[src/rtl/hbs_pkg.sv]
// ----------------------------------------------------------------------------
// hbs_pkg
// Shared constants and types for the heightmap barycentric sampler.
// ----------------------------------------------------------------------------
package hbs_pkg;

  localparam int MAX_ROW_VERTICES = 128;
  localparam int FRACTION_BITS = 16;
  localparam int GRID_DEPTH = MAX_ROW_VERTICES * MAX_ROW_VERTICES;
  localparam int ADDR_W = $clog2(GRID_DEPTH);
  localparam int IDX_W = $clog2(MAX_ROW_VERTICES) + 1;

  localparam logic [1:0] REG_TILE_SIZE = 2'd0;
  localparam logic [1:0] REG_ROW_VERTICES = 2'd1;
  localparam logic [1:0] REG_ORIGIN_X = 2'd2;
  localparam logic [1:0] REG_ORIGIN_Z = 2'd3;

  localparam logic FUNC_QUERY = 1'b0;
  localparam logic FUNC_WRITE = 1'b1;

  typedef struct packed {
    logic        func;
    logic [31:0] world_x;
    logic [31:0] world_z;
    logic [7:0]  grid_x;
    logic [7:0]  grid_z;
    logic [31:0] new_height;
  } item_t;

  // divider request and response between the sequencer and the divider
  typedef struct packed {
    logic        start;
    logic [47:0] dividend;
    logic [31:0] divisor;
  } div_req_t;

  typedef struct packed {
    logic        done;
    logic [47:0] quotient;
    logic [31:0] remainder;
  } div_rsp_t;

endpackage

[src/rtl/hbs_divider.sv]
// ----------------------------------------------------------------------------
// hbs_divider
// Restoring divider, one quotient bit per cycle, unsigned 48 by 32 bits.
// ----------------------------------------------------------------------------
module hbs_divider (
  input  logic              clk,
  input  logic              rst,
  input  hbs_pkg::div_req_t req,
  output hbs_pkg::div_rsp_t rsp
);
  import hbs_pkg::*;

  logic        busy;
  logic        done;
  logic [5:0]  count;
  logic [47:0] quo;
  logic [32:0] rem;
  logic [31:0] dsr;
  logic [32:0] trial;
  logic [32:0] shifted;

  assign shifted = {rem[31:0], quo[47]};
  assign trial = shifted - {1'b0, dsr};

  always_ff @(posedge clk) begin
    if (rst) begin
      busy <= 1'b0;
      count <= 6'd0;
      done <= 1'b0;
    end else begin
      done <= 1'b0;
      if (req.start) begin
        busy <= 1'b1;
        count <= 6'd48;
      end else if (busy) begin
        count <= count - 6'd1;
        if (count == 6'd1) begin
          busy <= 1'b0;
          done <= 1'b1;
        end
      end
    end
  end

  always_ff @(posedge clk) begin
    if (req.start) begin
      quo <= req.dividend;
      rem <= 33'd0;
      dsr <= req.divisor;
    end else if (busy) begin
      if (!trial[32]) begin
        rem <= trial;
        quo <= {quo[46:0], 1'b1};
      end else begin
        rem <= shifted;
        quo <= {quo[46:0], 1'b0};
      end
    end
  end

  assign rsp.done = done;
  assign rsp.quotient = quo;
  assign rsp.remainder = rem[31:0];

endmodule

[config.mk]
export PLATFORM = sky130hd
export DESIGN_NAME = hbs_divider
export DESIGN_NICKNAME = d
export VERILOG_FILES = /design/src/rtl/hbs_pkg.sv /design/src/rtl/hbs_divider.sv
export SDC_FILE = /design/constraint.sdc
export NUM_CORES = 1
export LEC_CHECK = 0
export BUFFER_PORTS_ARGS = -buffer_cell sky130_fd_sc_hd__buf_2
export CAP_MARGIN = 20
export CORE_ASPECT_RATIO = 1.2
export CORE_UTILIZATION = 49
export CTS_BUF_LIST = sky130_fd_sc_hd__clkbuf_4 sky130_fd_sc_hd__clkbuf_8 sky130_fd_sc_hd__clkbuf_16
export CTS_CLUSTER_DIAMETER = 40
export DETAILED_ROUTE_END_ITERATION = 6
export PLACE_DENSITY_LB_ADDON = 0.1
export SKIP_CTS_REPAIR_TIMING = 1
export SLEW_MARGIN = 40
export SYNTH_ARGS = -nofsm -noshare
export SYNTH_HDL_FRONTEND = slang
export SYNTH_SLANG_ARGS = --single-unit
[constraint.sdc]
create_clock -name clk -period 2.7 [get_ports clk]
set_input_delay 0.405 -clock clk [delete_from_list [all_inputs] [get_ports clk]]
set_output_delay 0.405 -clock clk [all_outputs]
set_load 0.1 [all_outputs]
After elaboration in Yosys (flattened, before gate mapping)
Index checks and enable logic that the tools add are counted.
{"block": "totals", "reg_bits": 120, "ramBits": 0, "memories": 0, "input_bits": 83, "latch_bits": 0, "wordCells": 24, "mem_bits_ro": 0, "out_inout_bits": 81}
{"block": "classes", "muxes": 10, "n_mul": 0, "n_lt_le_gt_ge": 0, "reduce_logical": 3, "bitwise": 1, "n_addsub": 2, "shifts": 0, "n_div": 0, "n_eq_ne": 1}
{"cell": "$mux 48", "n": 2}
{"cell": "$sub 33x32->33", "n": 1}
{"cell": "$mux 32", "n": 1}
{"cell": "$mux 6", "n": 2}
{"cell": "$eq 6x1->1 const B", "n": 1}
{"cell": "$sub 6x1->6 const B", "n": 1}
{"cell": "$mux 1", "n": 5}
{"cell": "$reduce_or 3->1", "n": 1}
{"cell": "$reduce_bool 2->1", "n": 1}
{"cell": "$reduce_or 2->1", "n": 1}
{"cell": "$not 1->1", "n": 1}

Longest topological paths before layout
{"block": "logic_depth", "ltp_word": 4, "depth_mapped": 14, "depth_no_buf": 12}

Worst setup path after synthesis
OpenSTA, ideal clock, no wires.
{"block": "synth_timing", "path_kind": "reg-to-reg", "startpoint": "register quo[47]", "endpoint": "register rem[4]", "n_path_buf": 1, "t_arrival_ns": 3.287, "setup_slack_ns": -0.673, "t_required_ns": 2.614, "stages_incl_launch_ff": 14, "setup_time_ns": 0.086, "period_less_slack_ns": 3.373, "path_cell_list": "edfxtp_1 -> inv_1 -> ha_1 -> fa_1 -> nor2b_1 -> o31a_1 -> o211ai_1 -> a21oi_1 -> o21ai_2 -> xor2_2 -> buf_6 -> a211oi_1 -> a21oi_1 -> a211oi_1"}
{"block": "synth_via", "elab_chain_len": 2}
{"item": "from (decl)", "line": "hbs_divider.sv:16", "rtl": "logic [47:0] quo;"}
{"item": "from (signal assigned)", "line": "hbs_divider.sv:47", "rtl": "quo <= req.dividend;"}
{"item": "from (signal assigned)", "line": "hbs_divider.sv:53", "rtl": "quo <= {quo[46:0], 1'b1};"}
{"item": "from (signal assigned)", "line": "hbs_divider.sv:56", "rtl": "quo <= {quo[46:0], 1'b0};"}
{"item": "$sub 33x32->33", "line": "hbs_divider.sv:23", "rtl": "assign trial = shifted - {1'b0, dsr};"}
{"item": "$mux 32", "line": "hbs_divider.sv:51", "rtl": "if (!trial[32]) begin"}
{"item": "to (signal assigned)", "line": "hbs_divider.sv:52", "rtl": "rem <= trial;"}
{"item": "to (signal assigned)", "line": "hbs_divider.sv:55", "rtl": "rem <= shifted;"}
{"item": "to (decl)", "line": "hbs_divider.sv:17", "rtl": "logic [32:0] rem;"}
Every way passes these cells.
A chain may end at the register's enable or synchronous reset.

Final worst setup path
{"block": "layout_timing", "startpoint": "register quo[47]", "endpoint": "register rem[30]"}
Same word-level chain as after synthesis.

==> reports/qor.csv <==
metric,value,unit
worst_slew_pin_slew,0.708,ns
synthMostInstantiatedCell,sky130_fd_sc_hd__edfxtp_1,
postSynthAreaPerCell,10.3,um2
max-vdd-ir-drop,0.522,mV
crit_slowest_cell,sky130_fd_sc_hd__edfxtp_1,
drive_above_1_share,41.5,%
timing.critical_path.slowest_cell_delay,0.35,ns
yosys_warnings,0,
critPathMaxFanout,5,
cts.clk_slew.worst_paths,0.06,ns
final.period_utilization,104,%
endpoint_kind_of_the_worst_setup_timing_path,flip-flop,
timing.hold.ws,0.165,ns
final_hold_violations,0,
die_h,131,um
max_cap_violations,0,
drcViolationCount,0,
gpl_wtd_cong,0.902,
post-place-ws,-0.170,ns
worstPathRequired,3.02,ns
tritoncts_clock_tree,yes,
floorplan.core_area,0.0134,mm2
clock_path_buffers,2,
max-slew-margin-rel,52.8,%
ios,164,
fp.dieW,109,um
critical_path.startpoint_type,flip-flop,
port_buffers,163,
cts.sinks,120,
cell_taking_the_most_area_after_synthesis,sky130_fd_sc_hd__edfxtp_1,
vias,5709,
synthArstFlopShare,0,%
status,"finished, violations left",
num-nets-final,989,
number_of_global_route_vias_before_repair,5590,
synth_cells,661,
ant_nets_after_route,0,
synth_area_leaders,"sky130_fd_sc_hd__edfxtp_1 35%, sky130_fd_sc_hd__dfxtp_1 12%, sky130_fd_sc_hd__mux2_2 8.0%",
postPlaceCellArea,0.00818,mm2
grt_start_max_net_pins,61,
layout.cells.non_filler,1052,
ys_dominant_reg_cell,sky130_fd_sc_hd__edfxtp_1,
global_route.usage.total,23.4,%
detail_route.wirelength,16.4,mm
min_period,2.81,ns
timing.reg2reg.setup_slack,-0.11,ns
drt-wirelength-per-cell,15.6,um
globalRouteOverflowTotal,0,
hpwlAfterDp,12.0,mm
timing.setup.critical_path_class,reg2reg,
drt_first_pass_iters,6,
tritoncts.num_buffers,17,
numPlacedInstances,1012,
area_growth,31.8,%
finalClockSkew,0.00481,ns
timing.critical_path.cells,inv_1 -> ha_2 -> fa_2 -> nor2b_2 -> o31a_1 -> a31oi_1 -> a211o_1 -> a32oi_2 -> a311oi_2 -> o21ai_1 -> xnor2_1 -> a311oi_1,
hp-class,in2reg,
seq_cells_post_synth,120,
cts.htree.levels,4,
rows,46,
antenna-diode-count,0,
floorplan.initialDensity,50.8,%
ys_seq_area_share,47.2,%
failed_checks,negative setup slack,
synth_enable_flop_cells,80,
number_of_antenna_violations_at_the_first_check_in_global_routing,0,
cp.arrival,3.13,ns
power_per_cell_area,784,mW/mm2
grt_first_pass_wirelength,25.9,mm
detailedRoute.firstIterationViolations,272,
final_max_slew_viol_count,0,
finalSetupViolations,21,
mappedNetlistNets,779,
fmax,356,MHz
post_synth_most_frequent_cells,"80 x sky130_fd_sc_hd__edfxtp_1, 74 x sky130_fd_sc_hd__nor2_1, 58 x sky130_fd_sc_hd__a21oi_1",
vias_per_cell,5.43,
mappedNetlistArea,0.00679,mm2
yosysTopAreaCellShare,35.4,%
layout.cell_area.non_filler,0.00894,mm2
worst_skew_pair.late_latency,0.41,ns
die-area,0.0143,mm2
grt_setup_unrepaired,yes,
setup_ws,-0.107,ns
clock_root_buffer_master,sky130_fd_sc_hd__clkbuf_16,
cellLeakagePower,3.89,nW
synth_cell_types,58,
-- layer usage --
metal / GRT usage (%) / vias to the layer above / wire (um)
met4: 9.33 / 0 / 374
met1: 25.8 / 2705 / 6600
met3: 6.75 / 28 / 903
li1: - / 2817 / -
met5: 0 / - / 0
met2: 42.1 / 159 / 8540
-- final timing paths --
| kind | start | depth (start not counted) | endpoint |
|---|---|---|---|
| setup reg to reg | quo[47]$_DFFE_PP_ | 12 | rem[30]$_SDFFE_PP0P_ |
| hold reg to reg | rem[20]$_SDFFE_PP0P_ | 2 | rem[20]$_SDFFE_PP0P_ |
| setup / recovery | quo[47]$_DFFE_PP_ | 12 | rem[30]$_SDFFE_PP0P_ |
| hold / removal | req[0] | 1 | dsr[0]$_DFFE_PP_ |
-- flip-flops by register name (all words and copies together) (netlist names) --
name	flops
count	6
dsr	32
quo	48
busy	1
rem	32
done	1
-- worst max-delay path: cells and delay by family (launching register included) --
kind,cells,cell delay [ns]
AOI/OAI and AO/OA,7,1.54
xor gates and xnor gates,1,0.08
adders and majority gates,2,0.53
buffers and inverters,1,0.05
DFF,1,0.35
and+or+nand+nor,1,0.14
-- cell families after synthesis --
| logic type | share of synthesized area [%] |
|---|---|
| simple gates | 11.1 |
| buf+inv | 5.13 |
| compound gates | 16.9 |
| xor+xnor | 4.24 |
| flops | 47.2 |
| fa+ha+maj | 6.56 |
| mux | 8.85 |
-- area by class of cell --
cell class,count,area (um2)
Fill cell,1080,4410
Multi-Input combinational cell,458,3390
Timing Repair Buffer,227,1360
Inverter,47,184
Clock inverter,13,154
Sequential cell,120,3210
Tap cell,168,210
Clock buffer,19,440
-- power breakdown --
part	internal, W	switching (W)	total (W)
Clock	0.00146	0.000828	0.00229
Combinational	0.000754	0.00171	0.00247
Sequential	0.00216	0.0000953	0.00226
Total	0.00438	0.00264	0.00701
-- through the flow --
step | utilization, % | total power (W) | TNS, ns
6_report | 67.0 | 0.00701 | -0.935
5_1_grt | 67.0 | 0.00729 | -6.41
4_1_cts | 65.7 | 0.00696 | -2.93
3_5_place_dp | 61.3 | 0.00466 | -2.09
3_3_place_gp | 61.3 | 0.00462 | -0.148
2_1_floorplan | - | 0.00414 | -16.52
-- cells in the final DEF (no fill, tap or decap), drive strengths merged, types with 5 or more instances in the layout --
master  synthesis  final
a211oi         26     26
mux2           48     48
xor2            9      9
o21a            5      5
nand2b          6      6
nor3           12     12
buf            13    226
edfxtp         80     80
nand2          42     42
o21bai          6      6
xnor2          23     23
mux2i           6      6
ha             34     34
a21oi          61     61
clkbuf         23     20
inv            47     48
nand3           6      6
dfxtp          40     40
clkinv          0      7
o21ai          28     28
nand4           7      7
nor2           74     74
a21o            6      6
a31oi           8      8
nor2b           7      7
(Power assumes the default switching activity.)
